<file path="src/mdd_pkg.sv">
`default_nettype none
package mdd_pkg;

  localparam int SPACE_HOLD_DEPTH = 16;
  localparam int CMD_FIFO_DEPTH   = 4;

  localparam int START_LEN  = 11;
  localparam int END_LEN    = 9;
  localparam int FALL_STEPS = 4;

  typedef enum logic [1:0] {
    PH_HUNT,
    PH_LEAD,
    PH_BODY,
    PH_DONE
  } phase_e;

  typedef enum logic [1:0] {
    T_NONE,
    T_PAYLOAD,
    T_HOLD,
    T_END
  } tail_e;

  typedef enum logic [1:0] {
    B_IDLE,
    B_FLUSH,
    B_MARK,
    B_TAIL
  } back_state_e;

  // one request from the classifier to the emitter
  typedef struct packed {
    tail_e       tail;
    logic        flush;
    logic [3:0]  nmark;
    logic [7:0]  data;
    logic        lim;
  } cmd_t;

  function automatic logic [7:0] start_pat(logic [3:0] idx);
    logic [7:0] b;
    case (idx)
      4'd3:    b = 8'h53;
      4'd4:    b = 8'h54;
      4'd5:    b = 8'h41;
      4'd6:    b = 8'h52;
      4'd7:    b = 8'h54;
      default: b = 8'h2D;
    endcase
    return b;
  endfunction

  function automatic logic [3:0] start_fb(logic [3:0] idx);
    logic [3:0] f;
    case (idx)
      4'd2:    f = 4'd1;
      4'd3:    f = 4'd2;
      4'd9:    f = 4'd1;
      4'd10:   f = 4'd2;
      default: f = 4'd0;
    endcase
    return f;
  endfunction

  function automatic logic [7:0] end_pat(logic [3:0] idx);
    logic [7:0] b;
    case (idx)
      4'd3:    b = 8'h45;
      4'd4:    b = 8'h4E;
      4'd5:    b = 8'h44;
      default: b = 8'h5F;
    endcase
    return b;
  endfunction

  function automatic logic [3:0] end_fb(logic [3:0] idx);
    logic [3:0] f;
    case (idx)
      4'd2:    f = 4'd1;
      4'd3:    f = 4'd2;
      4'd7:    f = 4'd1;
      4'd8:    f = 4'd2;
      default: f = 4'd0;
    endcase
    return f;
  endfunction

  function automatic logic [3:0] start_fall(logic [3:0] p, logic [7:0] c);
    logic [3:0] q;
    q = (p >= 4'(START_LEN)) ? 4'd0 : p;
    for (int i = 0; i < FALL_STEPS; i++) begin
      if (q != 4'd0 && start_pat(q) != c) q = start_fb(q);
    end
    return q;
  endfunction

  function automatic logic [3:0] end_fall(logic [3:0] p, logic [7:0] c);
    logic [3:0] q;
    q = (p >= 4'(END_LEN)) ? 4'd0 : p;
    for (int i = 0; i < FALL_STEPS; i++) begin
      if (q != 4'd0 && end_pat(q) != c) q = end_fb(q);
    end
    return q;
  endfunction

endpackage
`default_nettype wire

</file>
<file path="src/mdd_fifo.sv">
`default_nettype none
module mdd_fifo
  import mdd_pkg::*;
#(
  parameter int DEPTH = CMD_FIFO_DEPTH
) (
  input  wire logic clk_i,
  input  wire logic rst_ni,
  input  wire logic push_i,
  input  wire cmd_t data_i,
  input  wire logic pop_i,
  output cmd_t      data_o,
  output logic      full_o,
  output logic      empty_o
);

  localparam int PW = (DEPTH > 1) ? $clog2(DEPTH) : 1;
  localparam int CW = $clog2(DEPTH + 1);

  cmd_t          mem_q [DEPTH];
  logic [PW-1:0] wp_q, wp_d, rp_q, rp_d;
  logic [CW-1:0] cnt_q, cnt_d;

  function automatic logic [PW-1:0] inc(logic [PW-1:0] p);
    return (p == PW'(DEPTH - 1)) ? '0 : p + PW'(1);
  endfunction

  assign full_o  = cnt_q == CW'(DEPTH);
  assign empty_o = cnt_q == '0;
  assign data_o  = mem_q[rp_q];

  always_comb begin
    wp_d  = push_i ? inc(wp_q) : wp_q;
    rp_d  = pop_i ? inc(rp_q) : rp_q;
    cnt_d = cnt_q + CW'(push_i) - CW'(pop_i);
  end

  always_ff @(posedge clk_i or negedge rst_ni) begin
    if (!rst_ni) begin
      wp_q  <= '0;
      rp_q  <= '0;
      cnt_q <= '0;
    end else begin
      wp_q  <= wp_d;
      rp_q  <= rp_d;
      cnt_q <= cnt_d;
    end
  end

  always_ff @(posedge clk_i) begin
    if (push_i) mem_q[wp_q] <= data_i;
  end

endmodule
`default_nettype wire

</file>
<file path="src/mdd_front.sv">
`default_nettype none
module mdd_front
  import mdd_pkg::*;
(
  input  wire logic        clk_i,
  input  wire logic        rst_ni,
  input  wire logic        in_valid_i,
  input  wire logic [7:0]  stream_byte_i,
  output logic             in_ready_o,
  input  wire logic        cfg_valid_i,
  input  wire logic [15:0] cfg_frame_limit_i,
  output logic             push_o,
  output cmd_t             cmd_o,
  input  wire logic        full_i
);

  phase_e      phase_q, phase_d;
  logic [3:0]  start_q, start_d;
  logic [3:0]  end_q, end_d;
  logic [15:0] frames_q, frames_d;
  logic [15:0] limit_q;

  logic       take, ignore, is_sp, lim;
  logic [3:0] s_f, s_next, e_f, e_n;
  logic       s_hit, s_done, e_hit, e_done;

  assign in_ready_o = !full_i;
  assign take       = in_valid_i && in_ready_o;
  assign ignore     = phase_q == PH_DONE || frames_q >= limit_q;
  assign is_sp      = stream_byte_i == 8'h0A || stream_byte_i == 8'h0D ||
                      stream_byte_i == 8'h20;

  assign s_f    = start_fall(start_q, stream_byte_i);
  assign s_hit  = start_pat(s_f) == stream_byte_i;
  assign s_next = s_f + 4'(s_hit);
  assign s_done = s_hit && s_f == 4'(START_LEN - 1);

  assign e_f    = end_fall(end_q, stream_byte_i);
  assign e_hit  = end_pat(e_f) == stream_byte_i;
  assign e_n    = end_q - e_f;
  assign e_done = e_hit && e_f == 4'(END_LEN - 1);
  assign lim    = ({1'b0, frames_q} + 17'd1) >= {1'b0, limit_q};

  always_comb begin
    phase_d = phase_q;
    if (take && !ignore) begin
      case (phase_q)
        PH_HUNT: begin
          if (s_done) phase_d = PH_LEAD;
        end
        PH_LEAD, PH_BODY: begin
          if (e_done) phase_d = lim ? PH_DONE : PH_HUNT;
          else if (e_n != 4'd0) phase_d = PH_BODY;
          else if (!e_hit && !is_sp) phase_d = PH_BODY;
        end
        default: phase_d = phase_q;
      endcase
    end
  end

  always_comb begin
    start_d  = start_q;
    end_d    = end_q;
    frames_d = frames_q;
    push_o   = 1'b0;
    cmd_o    = '0;
    cmd_o.nmark = e_n;
    cmd_o.data  = stream_byte_i;
    if (take && !ignore) begin
      if (phase_q == PH_HUNT) begin
        start_d = s_done ? 4'd0 : s_next;
        if (s_done) end_d = 4'd0;
      end else if (phase_q == PH_LEAD || phase_q == PH_BODY) begin
        if (e_done) begin
          push_o      = 1'b1;
          cmd_o.tail  = T_END;
          cmd_o.nmark = 4'd0;
          cmd_o.data  = 8'h00;
          cmd_o.lim   = lim;
          end_d       = 4'd0;
          start_d     = 4'd0;
          frames_d    = frames_q + 16'd1;
        end else if (e_hit) begin
          end_d       = e_f + 4'd1;
          push_o      = e_n != 4'd0;
          cmd_o.tail  = T_NONE;
          cmd_o.flush = 1'b1;
        end else if (is_sp) begin
          end_d       = 4'd0;
          push_o      = !(phase_q == PH_LEAD && e_n == 4'd0);
          cmd_o.tail  = T_HOLD;
          cmd_o.flush = e_n != 4'd0;
        end else begin
          end_d       = 4'd0;
          push_o      = 1'b1;
          cmd_o.tail  = T_PAYLOAD;
          cmd_o.flush = 1'b1;
        end
      end
    end
  end

  always_ff @(posedge clk_i or negedge rst_ni) begin
    if (!rst_ni) begin
      phase_q  <= PH_HUNT;
      start_q  <= '0;
      end_q    <= '0;
      frames_q <= '0;
      limit_q  <= 16'd1;
    end else begin
      phase_q  <= phase_d;
      start_q  <= start_d;
      end_q    <= end_d;
      frames_q <= frames_d;
      if (cfg_valid_i) limit_q <= cfg_frame_limit_i;
    end
  end

endmodule
`default_nettype wire

</file>
<file path="src/mdd_back.sv">
`default_nettype none
module mdd_back
  import mdd_pkg::*;
#(
  parameter int DEPTH = SPACE_HOLD_DEPTH
) (
  input  wire logic  clk_i,
  input  wire logic  rst_ni,
  input  wire cmd_t  head_i,
  input  wire logic  empty_i,
  output logic       pop_o,
  output logic       out_valid_o,
  input  wire logic  out_ready_i,
  output logic       kind_o,
  output logic [7:0] payload_o,
  output logic       limit_reached_o,
  output logic       last_o
);

  localparam int PW = (DEPTH > 1) ? $clog2(DEPTH) : 1;
  localparam int CW = $clog2(DEPTH + 1);

  back_state_e   state_q, state_d;
  cmd_t          cmd_q, cmd_d;
  logic [3:0]    idx_q, idx_d;
  logic [PW-1:0] rd_q, rd_d, wr_q, wr_d;
  logic [CW-1:0] cnt_q, cnt_d;
  logic [7:0]    held_q [DEPTH];

  logic       ov_q, kind_q, lim_q, last_q;
  logic [7:0] pay_q;

  logic       room, full, more_after;
  logic       emit, e_kind, e_lim, e_last;
  logic [7:0] e_pay;
  logic       wr_en;

  function automatic logic [PW-1:0] inc(logic [PW-1:0] p);
    return (p == PW'(DEPTH - 1)) ? '0 : p + PW'(1);
  endfunction

  assign room       = !ov_q || out_ready_i;
  assign full       = cnt_q == CW'(DEPTH);
  assign more_after = cmd_q.tail == T_PAYLOAD;

  always_comb begin
    state_d = state_q;
    case (state_q)
      B_IDLE: begin
        if (!empty_i) begin
          if (head_i.flush && cnt_q != '0) state_d = B_FLUSH;
          else if (head_i.nmark != 4'd0) state_d = B_MARK;
          else state_d = B_TAIL;
        end
      end
      B_FLUSH: begin
        if (room && cnt_q == CW'(1)) state_d = (cmd_q.nmark != 4'd0) ? B_MARK : B_TAIL;
      end
      B_MARK: begin
        if (room && idx_q == cmd_q.nmark - 4'd1) state_d = B_TAIL;
      end
      B_TAIL: begin
        case (cmd_q.tail)
          T_PAYLOAD, T_END: if (room) state_d = B_IDLE;
          T_HOLD:           if (room || !full) state_d = B_IDLE;
          default:          state_d = B_IDLE;
        endcase
      end
      default: state_d = B_IDLE;
    endcase
  end

  always_comb begin
    pop_o  = 1'b0;
    cmd_d  = cmd_q;
    idx_d  = idx_q;
    rd_d   = rd_q;
    wr_d   = wr_q;
    cnt_d  = cnt_q;
    wr_en  = 1'b0;
    emit   = 1'b0;
    e_kind = 1'b0;
    e_pay  = held_q[rd_q];
    e_lim  = 1'b0;
    e_last = 1'b0;
    case (state_q)
      B_IDLE: begin
        if (!empty_i) begin
          pop_o = 1'b1;
          cmd_d = head_i;
          idx_d = 4'd0;
        end
      end
      B_FLUSH: begin
        if (room) begin
          emit   = 1'b1;
          e_last = cnt_q == CW'(1) && cmd_q.nmark == 4'd0 && !more_after;
          rd_d   = inc(rd_q);
          cnt_d  = cnt_q - CW'(1);
        end
      end
      B_MARK: begin
        e_pay = end_pat(idx_q);
        if (room) begin
          emit   = 1'b1;
          e_last = idx_q == cmd_q.nmark - 4'd1 && !more_after;
          idx_d  = idx_q + 4'd1;
        end
      end
      B_TAIL: begin
        case (cmd_q.tail)
          T_PAYLOAD: begin
            e_pay = cmd_q.data;
            if (room) begin
              emit   = 1'b1;
              e_last = 1'b1;
            end
          end
          T_END: begin
            e_pay  = 8'h00;
            e_kind = 1'b1;
            e_lim  = cmd_q.lim;
            if (room) begin
              emit   = 1'b1;
              e_last = 1'b1;
              rd_d   = '0;
              wr_d   = '0;
              cnt_d  = '0;
            end
          end
          T_HOLD: begin
            if (full) begin
              // evict oldest, new byte reuses its slot
              if (room) begin
                emit   = 1'b1;
                e_last = 1'b1;
                rd_d   = inc(rd_q);
                wr_en  = 1'b1;
                wr_d   = inc(wr_q);
              end
            end else begin
              wr_en = 1'b1;
              wr_d  = inc(wr_q);
              cnt_d = cnt_q + CW'(1);
            end
          end
          default: ;
        endcase
      end
      default: ;
    endcase
  end

  always_ff @(posedge clk_i or negedge rst_ni) begin
    if (!rst_ni) begin
      state_q <= B_IDLE;
      idx_q   <= '0;
      rd_q    <= '0;
      wr_q    <= '0;
      cnt_q   <= '0;
      ov_q    <= 1'b0;
    end else begin
      state_q <= state_d;
      idx_q   <= idx_d;
      rd_q    <= rd_d;
      wr_q    <= wr_d;
      cnt_q   <= cnt_d;
      if (emit) ov_q <= 1'b1;
      else if (out_ready_i) ov_q <= 1'b0;
    end
  end

  always_ff @(posedge clk_i) begin
    cmd_q <= cmd_d;
    if (wr_en) held_q[wr_q] <= cmd_q.data;
    if (emit) begin
      kind_q <= e_kind;
      pay_q  <= e_pay;
      lim_q  <= e_lim;
      last_q <= e_last;
    end
  end

  assign out_valid_o     = ov_q;
  assign kind_o          = kind_q;
  assign payload_o       = pay_q;
  assign limit_reached_o = lim_q;
  assign last_o          = last_q;

endmodule
`default_nettype wire

</file>
<file path="src/marker_delimited_deframer.sv">
// channel   direction  handshake                  payload
// input     in         in_valid_i / in_ready_o    stream_byte_i
// result    out        out_valid_o / out_ready_i  kind_o payload_o limit_reached_o last_o
// config    in         cfg_valid_i / cfg_ready_o  cfg_frame_limit_i
//
// Front classifies one byte per cycle while the request queue has room; bytes that
// cause nothing (hunting, marker progress, ignored) never enter the queue.
// Back fetches a request, then emits any flushed held bytes, then any released end-marker
// bytes, and then handles the tail, in that order.
// Reset clears matcher state, frame count, queue and hold; frame_limit resets to 1.
// A stalled output stalls the back only; the front keeps taking bytes until full.
`default_nettype none
module marker_delimited_deframer
  import mdd_pkg::*;
#(
  parameter int SPACE_HOLD_DEPTH = mdd_pkg::SPACE_HOLD_DEPTH,
  parameter int CMD_DEPTH        = CMD_FIFO_DEPTH
) (
  input  wire logic        clk_i,
  input  wire logic        rst_ni,
  input  wire logic        in_valid_i,
  output logic             in_ready_o,
  input  wire logic [7:0]  stream_byte_i,
  input  wire logic        cfg_valid_i,
  output logic             cfg_ready_o,
  input  wire logic [15:0] cfg_frame_limit_i,
  output logic             out_valid_o,
  input  wire logic        out_ready_i,
  output logic             kind_o,
  output logic [7:0]       payload_o,
  output logic             limit_reached_o,
  output logic             last_o
);

  cmd_t push_cmd, head_cmd;
  logic push, pop, full, empty;

  assign cfg_ready_o = 1'b1;

  mdd_front u_front (
    .clk_i             (clk_i),
    .rst_ni            (rst_ni),
    .in_valid_i        (in_valid_i),
    .stream_byte_i     (stream_byte_i),
    .in_ready_o        (in_ready_o),
    .cfg_valid_i       (cfg_valid_i),
    .cfg_frame_limit_i (cfg_frame_limit_i),
    .push_o            (push),
    .cmd_o             (push_cmd),
    .full_i            (full)
  );

  mdd_fifo #(
    .DEPTH (CMD_DEPTH)
  ) u_fifo (
    .clk_i   (clk_i),
    .rst_ni  (rst_ni),
    .push_i  (push),
    .data_i  (push_cmd),
    .pop_i   (pop),
    .data_o  (head_cmd),
    .full_o  (full),
    .empty_o (empty)
  );

  mdd_back #(
    .DEPTH (SPACE_HOLD_DEPTH)
  ) u_back (
    .clk_i           (clk_i),
    .rst_ni          (rst_ni),
    .head_i          (head_cmd),
    .empty_i         (empty),
    .pop_o           (pop),
    .out_valid_o     (out_valid_o),
    .out_ready_i     (out_ready_i),
    .kind_o          (kind_o),
    .payload_o       (payload_o),
    .limit_reached_o (limit_reached_o),
    .last_o          (last_o)
  );

endmodule
`default_nettype wire

</file>
<file path="config.mk">
export PLATFORM = sky130hd
export DESIGN_NAME = marker_delimited_deframer
export DESIGN_NICKNAME = d
export VERILOG_FILES = /design/src/mdd_pkg.sv /design/src/mdd_fifo.sv /design/src/mdd_front.sv /design/src/mdd_back.sv /design/src/marker_delimited_deframer.sv
export SDC_FILE = /design/constraint.sdc
export NUM_CORES = 1
export LEC_CHECK = 0
export BUFFER_PORTS_ARGS = -buffer_cell sky130_fd_sc_hd__buf_2
export CAP_MARGIN = 25
export CORE_MARGIN = 1
export CORE_UTILIZATION = 55
export CTS_BUF_LIST = sky130_fd_sc_hd__clkbuf_8 sky130_fd_sc_hd__clkbuf_16
export CTS_CLUSTER_DIAMETER = 60
export DETAILED_ROUTE_END_ITERATION = 16
export PLACE_DENSITY = 0.72
export REMOVE_ABC_BUFFERS = 1
export SYNTH_ARGS = -nofsm -noshare
export SYNTH_HDL_FRONTEND = slang
export SYNTH_SLANG_ARGS = --single-unit
</file>
<file path="constraint.sdc">
create_clock -name clk_i -period 15.1 [get_ports clk_i]
set_input_delay 1.51 -clock clk_i [delete_from_list [all_inputs] [get_ports clk_i]]
set_output_delay 1.51 -clock clk_i [all_outputs]
set_load 0.01 [all_outputs]
</file>
Word level (Yosys, flattened, before mapping)
Memories as Yosys holds them, arrays and structs flattened. Index checks and enable logic that the tools add are counted.

Flip-flop bits (word level): 95. RAM bits: 192. Input port bits: 29. Output and inout port bits: 14. Logic and storage cells: 361. Memories kept: 2.

Add/sub/neg operators: 15. Magnitude comparators: 4. Eq/ne operators: 114. Muxes and demuxes: 109. Bitwise gates (word level): 2. Reductions and logical operators: 93.

Memories: u_back.held_q (depth 16, width 8, rd ports 1, clocked after Yosys merged registers in 0, wr ports 1, line mdd_back.sv:28) `logic [7:0] held_q [DEPTH];`; u_fifo.mem_q (depth 4, width 16, rd ports 1, clocked after Yosys merged registers in 0, wr ports 1, line mdd_fifo.sv:20) `cmd_t mem_q [DEPTH];`.

Operators by type and width (number): 4-bit by 3-bit == test with 1-bit output (second input constant) (36); 7-bit one-hot mux with 4 select lines (5); 4-bit 2-to-1 mux (28); 5-bit one-hot mux with 3 select lines (6); 4-bit by 2-bit == test with 1-bit output (second input constant) (19); 4-bit == test (second input constant) (16); 7-bit by 8-bit != test with 1-bit output (8); 16-bit 2-to-1 mux (3); 2-bit OR reduction (24); 4-bit nonzero test (11); 2-bit one-hot mux with 2 select lines (10); 4-bit one-hot mux with 2 select lines (4); 8-bit one-hot mux with 2 select lines (2); 2-bit 2-to-1 mux (14); 1-bit 2-to-1 mux (25); 1-bit logical AND (20); 5-bit one-hot mux with 2 select lines (2); 3-bit by 2-bit != test with 1-bit output (second input constant) (6); 16-bit by 1-bit adder with 17-bit output (second input constant) (1); 17-bit by 16-bit >= comparator with 1-bit output (1); 16-bit by 1-bit adder with 16-bit output (second input constant) (1); 4-bit by 1-bit adder with 4-bit output (second input constant) (4); 2-bit == test (second input constant) (8); 7-bit by 8-bit == test with 1-bit output (2); 39 further kinds (81).

Longest topological paths before layout
Gate-level depths: netlist of the first run.

Word-level depth: 34. Mapped depth: 25. Mapped depth without buffers: 23.

Modules after synthesis
A second synthesis of the first run with hierarchy kept.

Cell total of the unflattened synthesis: 1050. Area, all modules: 14224.9 sq um.

By module, submodules not included: mdd_back (times used 1, cells each 477, area an instance 7588.5 sq um, seq. area each 5124.9 sq um); mdd_front (times used 1, cells each 451, area an instance 3863.7 sq um, seq. area each 1052.3 sq um); mdd_fifo (times used 1, cells each 120, area an instance 2761.4 sq um, seq. area each 2097.0 sq um); marker_delimited_deframer (times used 1, cells each 2, area an instance 11.3 sq um, seq. area each 0.0 sq um).

Worst setup path before layout of the first run
No wires, ideal clock.

Kind: input port to flip-flop. From: input port stream_byte_i[3]. To: register u_fifo.cnt_q[2]. Library setup time: 123 ps. Arrival time: 6108 ps. Required time: 14977 ps. Setup slack: 8869 ps. Cell stages on the path: 24. Buffers on the path: 2. Cell sequence: clkbuf_1 or4_4 a221o_1 buf_6 o21ai_0 nand3b_1 a21oi_1 inv_1 ha_1 nor2b_1 o21a_1 or3_1 a2111oi_0 o21ai_0 o31ai_1 nor2_1 inv_1 ha_1 inv_1 ha_1 inv_1 fa_1 xnor2_1 xnor2_1.

Cells in the longest elaborated chain, start to end: 30. Elaborated cells on any way between the ends: 70. Those cells by class: add/sub: 3; eq/ne: 30; mux: 17; reduce/logical: 20.

Ends and longest elaborated chain: start, declared (line marker_delimited_deframer.sv:23) `input wire logic [7:0] stream_byte_i,`; 7-bit by 8-bit != test with 1-bit output (line mdd_pkg.sv:102) `if (q != 4'd0 && end_pat(q) != c) q = end_fb(q);`; 1-bit logical AND (line mdd_pkg.sv:102); 4-bit 2-to-1 mux (line mdd_pkg.sv:102); 4-bit by 3-bit == test with 1-bit output or 4-bit by 2-bit == test with 1-bit output (tied branches) (line mdd_pkg.sv:68, mdd_pkg.sv:79); 5-bit one-hot mux with 3 select lines (line mdd_pkg.sv:68) `case (idx)`; 7-bit by 8-bit != test with 1-bit output (line mdd_pkg.sv:102); 1-bit logical AND (line mdd_pkg.sv:102); 4-bit 2-to-1 mux (line mdd_pkg.sv:102); [... 15 more ...]; 1-bit 2-to-1 mux (line mdd_front.sv:83) `end else if (e_hit) begin`; 1-bit 2-to-1 mux (*) (line mdd_front.sv:74) `if (e_done) begin`; 1-bit 2-to-1 mux (*) (line mdd_front.sv:73) `end else if (phase_q == PH_LEAD || phase_q == PH_BODY) begin`; 1-bit 2-to-1 mux (*) (line mdd_front.sv:70) `if (phase_q == PH_HUNT) begin`; 1-bit 2-to-1 mux (*) (line mdd_front.sv:69) `if (take && !ignore) begin`; 3-bit by 1-bit adder with 3-bit output (*) (line mdd_fifo.sv:35) `cnt_d = cnt_q + CW'(push_i) - CW'(pop_i);`; 3-bit by 1-bit subtractor with 3-bit output (*) (line mdd_fifo.sv:35); net u_fifo.cnt_d[2] (line mdd_fifo.sv:22) `logic [CW-1:0] cnt_q, cnt_d;`; end signal, assigned (line mdd_fifo.sv:46) `cnt_q <= cnt_d;`; end, declared (line mdd_fifo.sv:22).

The timed path passes the listed nets; every way through them passes the cells marked *. A chain may end at the register's enable or synchronous reset.

Worst setup path in the final report of the first run
From: input port stream_byte_i[1]. To: register u_fifo.cnt_q[2].

The elaborated chain is that of the path after synthesis.

==> results.toml, run 1 <==
[floorplan]
chipWidth_um = 161
io_pins = 43
rows = 57
core_um2 = 24500
die_h_um = 161
initial_utilization = 0.564
die-area_um2 = 25800

[sta]
max_slew_margin = 0.316
hold_slack_ns = 0.506
slew_viol_final = 0
worst_pin_slew_ns = 1.02
setup_violations = 0
rsz0062_at_grt = "false"
fmax_mhz = 161
fin_skew_ns = 0.0149
period_share = 0.412
finalHoldViolCount = 0
fin_crit_ns = 6.22
setup_tns_ns = 0
setup_slack_ns = 8.88

[logic_synthesis]
netlist_area_um2 = 13800
synthArstFlopShare = 0.240
yosysWarnings = 0
seq_area_frac_synth = 0.597
synth_edf_count = 218
synth_ff_type = "edfxtp_1"
syn_inst = 1022
ys_seq_elements = 287
yosysUniqueCellTypes = 68
syn-mean-instance-area_um2 = 13.6

[global_routing]
grt_max_degree = 66
grt_pass1_vias = 8329
grt_pass1_wl_um = 44400
grt_remaining_overflow = 0
track_usage = 0.219
antenna_found_initial = 0

[cells_and_area]
final_common_cell = "edfxtp_1"
diodes = 0
post-route-util = 0.629
layout.nets = 1160
area_growth_pct = 11.4
fillers = 1895
drive_above_1_share = 0.165
mostFrequentLayoutCells = "218 x edfxtp_1, 81 x nand2_1, 69 x ha_1"

[place]
place_ws_ns = 8.39
place_congestion = 0.856
port-buffer-count = 41
dpl.hpwl_um = 18300

[setup_path]
reg2reg_from = "u_front.end_q[1]"
crit_arrival_ns = 6.71
path_class = "in2reg"
reg2reg_to = "u_fifo.cnt_q[2]"
path_max_fanout = 12
required_ns = 15.58
cp-start-kind = "primary input"
end_kind = "flip-flop"
reg2reg_depth = 23
r2r_slack_ns = 9.29

[clock_tree]
cts_resized = 0
tritoncts = "built"
cts_setup_buffers = 0
clock_sinks = 287
numCtsBuffers = 31
clk_pin_slew_worst_paths_ns = 0.06
clk_latency_ns = 0.57
clock_path_buffers = 3
cts_hold_buf = 0
htreeDepth = 1
cts_root_buffer = "clkbuf_16"

[outcome]
status = "finished clean"

[route]
num_vias = 8314
viasPerCell = 5.90
drt_iter0_markers = 625
wl_um = 27300
wl_per_cell_um = 19.3
ant_nets = 0
drc = 0
first_pass_iters = 4

[power]
peakVddDrop_mv = 0.113
power.leakage_uw = 0.00578
p_per_area_nw_per_um2 = 137

[job]
maxCapViolCount = 0

[worst_hold_path]
hold-path-endpoint = "u_fifo.cnt_q[2]"
hold_depth = 1
hold_start = "u_fifo.cnt_q[2]"
min_path_type = "reg2reg"
## logic make-up after synthesis
logic type / after synthesis / synth area share
AND/OR/NAND/NOR: 283 / 0.102
adder cells (fa/ha/maj): 71 / 0.0652
flip-flops: 287 / 0.597
multiplexers: 68 / 0.100
AO/OA/AOI/OAI: 166 / 0.0764
XOR/XNOR: 46 / 0.0291
buffers and inverters: 100 / 0.0288
other: 1 / 0.000271
## worst max path at each step
stage	slack (ns)	endpoint	cells after the start	start
after floorplan	9.02	u_fifo.cnt_q[2]	22	stream_byte_i[1]
after global placement	8.54	u_fifo.cnt_q[2]	23	stream_byte_i[1]
final	8.88	u_fifo.cnt_q[2]	23	stream_byte_i[1]
after CTS	8.93	u_fifo.cnt_q[2]	23	stream_byte_i[1]
after detailed placement	8.39	u_fifo.cnt_q[2]	23	stream_byte_i[1]
after global routing	8.43	u_fifo.cnt_q[2]	23	stream_byte_i[1]
## registers in the layout, indices dropped and copies added, names as in the netlist, 5 cells and up
signal / count
u_back.cmd_q: 15
u_back.cnt_q: 5
u_back.held_q: 128
u_back.payload_o: 8
u_fifo.mem_q: 64
u_front.frames_q: 16
u_front.limit_q: 16
## metal layers
metal | track usage | vias to the layer above | wire length, um | part of all wire
met5 | 0 | - | 0 | 0
met3 | 0.0305 | 40 | 1300 | 0.048
met2 | 0.374 | 207 | 13600 | 0.50
met4 | 0.0567 | 0 | 605 | 0.022
li1 | - | 3938 | - | -
met1 | 0.296 | 4129 | 11800 | 0.43
## Yosys cell counts, drive strengths merged (4+ instances only)
master | number | area [um2]
xor2 | 17 | 149
a211oi | 6 | 45.0
o21a | 4 | 30.0
nand3 | 24 | 120
a31oi | 4 | 25.0
xnor2 | 29 | 254
mux2i | 4 | 40.0
nor2b | 11 | 68.8
mux4 | 56 | 1260
a21oi | 40 | 200
or3 | 5 | 31.3
nor3b | 5 | 37.5
o21ai | 59 | 307
or4 | 5 | 45.0
nand4 | 6 | 37.5
dfrtp | 68 | 1700
nor4 | 10 | 62.6
a21o | 12 | 90.1
and3 | 9 | 56.3
and2 | 11 | 68.8
edfxtp | 218 | 6550
buf | 10 | 61.3
inv | 53 | 199
nor3 | 33 | 165
nand2b | 16 | 100
nand2 | 81 | 304
ha | 69 | 863
mux2 | 8 | 90.1
nor2 | 55 | 206
clkbuf | 37 | 139
## where the power goes
group | internal [uW] | switching [uW]
logic | 205 | 229
registers | 896 | 39.9
clock network | 438 | 312
total | 1540 | 581
## worst max-delay path: stages
cell and delay [ns]:
buf_2 0.18, or4_4 0.56, a221o_1 0.47, o21ai_0 0.13, nand3b_1 0.09, a21oi_1 0.20, inv_1 0.13, ha_1 0.28
nor2b_1 0.13, o21a_1 0.17, or3_1 0.34, a2111oi_0 0.57, o21ai_0 0.23, a211oi_1 0.30, nor2_1 0.18, inv_1 0.10
ha_1 0.23, inv_1 0.06, ha_1 0.13, inv_1 0.05, fa_1 0.37, xnor2_1 0.18, xnor2_1 0.13
## metrics by stage
step,cell area (um2),total power [uW],std cells
global route,15400,2220,1409
finish,15400,2120,1409
detailed placement,14400,1380,1350
global placement,14300,1370,1349
floorplan,13600,1260,975
CTS,15400,2140,1408
## final cells by class
type | count | area [um2] | share of cell area
Clock buffer | 36 | 845 | 0.0547
Tap cell | 324 | 405 | 0.0263
Multi-Input combinational cell | 635 | 5170 | 0.335
Inverter | 53 | 199 | 0.0129
Timing Repair Buffer | 52 | 330 | 0.0214
Sequential cell | 287 | 8280 | 0.536
Clock inverter | 22 | 200 | 0.0130
Note: power is estimated with default switching activity, not from simulation.
==> run 2, diff against run 1 <==
==> constraint.sdc (replaced) <==
create_clock -name clk_i -period 6.1 [get_ports clk_i]
set_input_delay 0.61 -clock clk_i [delete_from_list [all_inputs] [get_ports clk_i]]
set_output_delay 0.61 -clock clk_i [all_outputs]
set_load 0.01 [all_outputs]
==> run 2 against run 1 <==
Effect of this change: worst setup slack got worse by 8.4 ns; clock skew rose by 0.013 ns; critical path type is now reg2reg; cell count barely moved; register-to-register slack got worse by 8.8 ns; clock power rose to 2.6 times the previous value; non-clock buffer count rose by 1.
==> results.toml, run 2 (same netlist as run 1, synthesis figures left out) <==
[setup_path]
crit_arrival_ns = 6.04
end_kind = "flip-flop"
cpLargestDelayFamily = "compound AO/OA/AOI/OAI gates"
path_class = "reg2reg"
max_stage_delay_ns = 0.51
cp-start-kind = "flip-flop"
critPathBufInv = 4
cp_common_cell = "inv_1"
required_ns = 6.56
path_max_fanout = 12
slowest_stage = "dfrtp_1"
worstPathCellList = "xnor2_1 > or4_4 > a221o_1 > o21ai_0 > nand3b_1 > a21oi_1 > inv_1 > ha_1 > nor2b_1 > o21a_1 > or3_1 > a2111oi_2 > o21ai_0 > o31ai_1 > nor2_1 > inv_1 > ha_1 > inv_1 > ha_1 > inv_1 > fa_1 > xnor2_1 > xnor2_1"

[cells_and_area]
layout.nets = 1160
diodes = 0
final_area_um2 = 15500
regMostFlops = "u_back.held_q"
top_regs = "u_back.held_q: 128 flops, u_fifo.mem_q: 64 flops"
fillers = 1828
final_common_cell = "edfxtp_1"
mostFrequentLayoutCells = "218 x edfxtp_1, 81 x nand2_1, 69 x ha_1"
drive_above_1_share = 0.169
largest_register_ffs = 128
area_growth_pct = 11.7

[sta]
slew_viol_final = 0
max_slew_margin = 0.361
finalHoldViolCount = 0
rsz0062_at_grt = "false"
fmax_mhz = 179
fin_crit_ns = 5.58
worst_pin_slew_ns = 0.955
setup_violations = 0
period_share = 0.915
setup_tns_ns = 0
fin_skew_ns = 0.0276

[route]
viasPerCell = 5.87
ant_nets = 0
wl_met2_um = 13600
num_vias = 8270
wl_um = 27000
wl_per_cell_um = 19.2
drc = 0
drt_iter0_markers = 566
dr_wl_met3_um = 1180
top_layer = "met4"
first_pass_iters = 5
wl_met1_um = 11700

[place]
port-buffer-count = 41
placed_cell_area_um2 = 14400
place_congestion = 0.863
dpl.hpwl_um = 18200

[global_routing]
grt_pass1_vias = 8353
grt_remaining_overflow = 0
grt_max_degree = 70
track_usage = 0.217
grt_pass1_wl_um = 44100
antenna_found_initial = 0

[outcome]
status = "finished clean"

[clock_tree]
clk_pin_slew_worst_paths_ns = 0.06
numCtsBuffers = 30
htreeDepth = 1
clock_path_buffers = 3
clk_latency_ns = 0.56
tritoncts = "built"
clock_sinks = 287
cts_root_buffer = "clkbuf_16"

[floorplan]
rows = 57
core_um2 = 24500
io_pins = 43
die-area_um2 = 25800
chipWidth_um = 161
die_h_um = 161
initial_utilization = 0.564

[power]
power.leakage_uw = 0.00578
peakVddDrop_mv = 0.351
p_per_area_nw_per_um2 = 343

[job]
maxCapViolCount = 0

[worst_hold_path]
min_path_type = "in2reg"
==> run 2: final timing paths <==
kind	startpoint	to	slack (ns)	cells past startpoint
worst min register to register	u_fifo.cnt_q[2]	u_fifo.cnt_q[2]	0.52	1
worst max-delay path	u_front.end_q[2]	u_fifo.cnt_q[2]	0.52	23
worst min-delay path	cfg_frame_limit_i[1]	u_front.limit_q[1]	0.28	3
min in group asynchronous	rst_ni	u_front.start_q[0]	0.41	2
max in group asynchronous	rst_ni	u_front.limit_q[0]	5.12	3
worst max register to register	u_front.end_q[2]	u_fifo.cnt_q[2]	0.52	23
==> run 2: cell type report <==
class                   instances  area, um2  share of cell area
flip-flops and latches        287       8280               0.535
repair buffers                 53        340              0.0220
multi-input cells             635       5180               0.335
clock buffers                  30        751              0.0485
clock inverters                26        322              0.0208
well taps                     324        405              0.0262
inverters                      53        199              0.0129
==> run 2: repair_timing <==
| item | in CTS | in global routing |
|---|---|---|
| hold buffers | 0 | 1 |
| gates resized for setup | 0 | 2 |
| endpoints found under the setup margin | 0 | 1 |
| endpoints found under the hold margin | 0 | 4 |
| setup buffers | 0 | 0 |
==> run 2: metrics by stage <==
| stage | hold slack [ns] | std cells | setup WS [ns] | util | total power (uW) |
|---|---|---|---|---|---|
| global route | 0.274 | 1408 | 0.113 | 0.631 | 5550 |
| CTS | 0.221 | 1406 | 0.361 | 0.629 | 5360 |
| global placement | 0.493 | 1349 | 0.462 | 0.584 | 3400 |
| finish | 0.278 | 1408 | 0.519 | 0.631 | 5310 |
| detailed placement | 0.511 | 1350 | 0.259 | 0.585 | 3430 |
| floorplan | 0.314 | 975 | 0.917 | - | 3120 |
==> run 2: power breakdown <==
| part | leakage, uW | switching, uW | internal, uW | total, uW |
|---|---|---|---|---|
| clock network | 0.000527 | 764 | 1160 | 1930 |
| registers | 0.00287 | 97.9 | 2220 | 2310 |
| logic | 0.00238 | 564 | 507 | 1070 |
==> run 2: routing by layer <==
metal  up-vias  track usage
li1       3945            -
met1      4071        0.298
met2       208        0.373
met3        46       0.0287
met4         0       0.0459
met5         -            0
==> run 2: worst reg2reg max path, stage by stage, from the launching register on <==
cell       delay [ns]
dfrtp_1          0.51
xnor2_1          0.21
or4_4            0.51
a221o_1          0.48
o21ai_0          0.16
nand3b_1         0.10
a21oi_1          0.17
inv_1            0.13
ha_1             0.29
nor2b_1          0.13
o21a_1           0.17
or3_1            0.37
a2111oi_2        0.41
o21ai_0          0.19
o31ai_1          0.30
nor2_1           0.16
inv_1            0.09
ha_1             0.23
inv_1            0.05
ha_1             0.12
inv_1            0.05
fa_1             0.37
xnor2_1          0.17
xnor2_1          0.14
==> run 3, diff against run 2 <==
--- a/config.mk
+++ b/config.mk
@@ -7,6 +7,7 @@
 export LEC_CHECK = 0
 export BUFFER_PORTS_ARGS = -buffer_cell sky130_fd_sc_hd__buf_2
 export CAP_MARGIN = 25
+export CORE_ASPECT_RATIO = 0.5
 export CORE_MARGIN = 1
 export CORE_UTILIZATION = 55
 export CTS_BUF_LIST = sky130_fd_sc_hd__clkbuf_8 sky130_fd_sc_hd__clkbuf_16
==> run 3 against run 2 <==
Effect of this change: non-clock buffer count down 5; hold slack got worse by 0.085 ns; die area increased by 0.15%; worst setup slack lost 0.083 ns; core utilization decreased by 0.62 points; routed wire length shrank 1.2%.
==> results.toml, run 3 (same netlist as run 1, synthesis figures left out) <==
[outcome]
status = "finished clean"

[floorplan]
core_um2 = 24400
rows = 40
io_pins = 43
chipWidth_um = 226
initial_utilization = 0.568
die-area_um2 = 25900
die_h_um = 114

[place]
place_congestion = 0.816
dpl.hpwl_um = 18200
port-buffer-count = 41

[cells_and_area]
regMostFlops = "u_back.held_q"
area_growth_pct = 9.92
layout.nets = 1151
diodes = 0
post-route-util = 0.625
mostFrequentLayoutCells = "218 x edfxtp_1, 81 x nand2_1, 69 x ha_1"
final_common_cell = "edfxtp_1"
top_regs = "u_back.held_q: 128 flops, u_fifo.mem_q: 64 flops"
largest_register_ffs = 128
drive_above_1_share = 0.152

[route]
ant_nets = 0
wl_per_cell_um = 19.0
drt_iter0_markers = 654
first_pass_iters = 5
viasPerCell = 5.88
wl_um = 26700
drc = 0
num_vias = 8272

[clock_tree]
clock_path_buffers = 3
cts_setup_buffers = 0
clk_latency_ns = 0.55
numCtsBuffers = 26
cts_root_buffer = "clkbuf_16"
htreeDepth = 1
clock_sinks = 287
clk_pin_slew_worst_paths_ns = 0.07
tritoncts = "built"

[global_routing]
track_usage = 0.216
grt_busiest_layer = "met2"
grt_use_met1 = 0.298
use_met3 = 0.0359
grt.met2_usage = 0.362
grt_pass1_wl_um = 43400
grt_remaining_overflow = 0
antenna_found_initial = 0
grt_max_degree = 70
grt_pass1_vias = 8171

[sta]
period_share = 0.929
fin_skew_ns = 0.0214
slew_viol_final = 0
fin_crit_ns = 5.66
worst_pin_slew_ns = 0.983
setup_tns_ns = 0
finalHoldViolCount = 0
fmax_mhz = 177
rsz0062_at_grt = "false"
max_slew_margin = 0.338
setup_violations = 0

[setup_path]
required_ns = 6.56
end_kind = "flip-flop"
crit_arrival_ns = 6.12
path_max_fanout = 12
cp-start-kind = "flip-flop"
path_class = "reg2reg"

[job]
maxCapViolCount = 0

[power]
p_per_area_nw_per_um2 = 333
peakVddDrop_mv = 0.216
power.leakage_uw = 0.00569

[worst_hold_path]
min_path_type = "in2async"
[run 3: final cells by class]
cell class / count / area (um2)
Clock buffer: 26 / 651
Clock inverter: 22 / 213
Fill cell: 1785 / 9150
Inverter: 53 / 199
Multi-Input combinational cell: 635 / 5200
Sequential cell: 287 / 8280
Tap cell: 336 / 420
Timing Repair Buffer: 48 / 268
[run 3: what timing repair did]
action / CTS / global route
hold buffers: 0 / 0
setup endpoints to repair: 0 / 1
gates resized for setup: 0 / 1
endpoints found under the hold margin: 0 / 0
[run 3: metal layers]
metal | up-vias | wire length, um
met5 | - | 0
met2 | 180 | 12900
met4 | 0 | 515
met1 | 4155 | 12000
li1 | 3896 | -
met3 | 41 | 1210
[run 3: worst paths after layout]
kind | from | end | slack [ns] | depth (start not counted)
max in group asynchronous | rst_ni | u_back.rd_q[0] | 5.28 | 1
worst min register to register | u_fifo.cnt_q[2] | u_fifo.cnt_q[2] | 0.50 | 1
worst min-delay path | rst_ni | u_front.frames_q[9] | 0.19 | 1
worst max register to register | u_front.end_q[2] | u_fifo.cnt_q[2] | 0.44 | 23
min in group clk_i | cfg_frame_limit_i[14] | u_front.limit_q[14] | 0.27 | 3
worst max-delay path | u_front.end_q[2] | u_fifo.cnt_q[2] | 0.44 | 23
[run 3: where the power goes]
part	total (uW)	internal (uW)	leakage, uW	switching [uW]
clock	1660	946	0.000452	710
combinational	1100	506	0.00236	593
sequential	2310	2220	0.00287	97.3
[run 3: stage by stage]
stage / instance area [um2] / worst slack (ns) / hold WS [ns] / power, uW / cells
2_1_floorplan: 13600 / 0.917 / 0.314 / 3120 / 975
3_3_place_gp: 14300 / 0.458 / 0.487 / 3420 / 1358
3_5_place_dp: 14400 / 0.303 / 0.500 / 3450 / 1359
4_1_cts: 15200 / 0.405 / 0.226 / 5110 / 1407
5_1_grt: 15200 / 0.0145 / 0.272 / 5310 / 1407
6_report: 15200 / 0.435 / 0.193 / 5070 / 1407
[run 3: critical path, stage by stage, from the launching register on]
cell and delay (ns):
dfrtp_1 0.50, xnor2_1 0.20, or4_4 0.51, a221o_1 0.47, o21ai_0 0.14, nand3b_1 0.09
a21oi_1 0.18, inv_1 0.13, ha_1 0.28, nor2b_1 0.12, o21a_1 0.16, or3_1 0.35
a2111oi_1 0.50, o21ai_0 0.23, o31ai_1 0.32, nor2_1 0.16, inv_1 0.09, ha_1 0.22
inv_1 0.06, ha_1 0.13, inv_1 0.04, fa_1 0.37, xnor2_1 0.18, xnor2_1 0.13
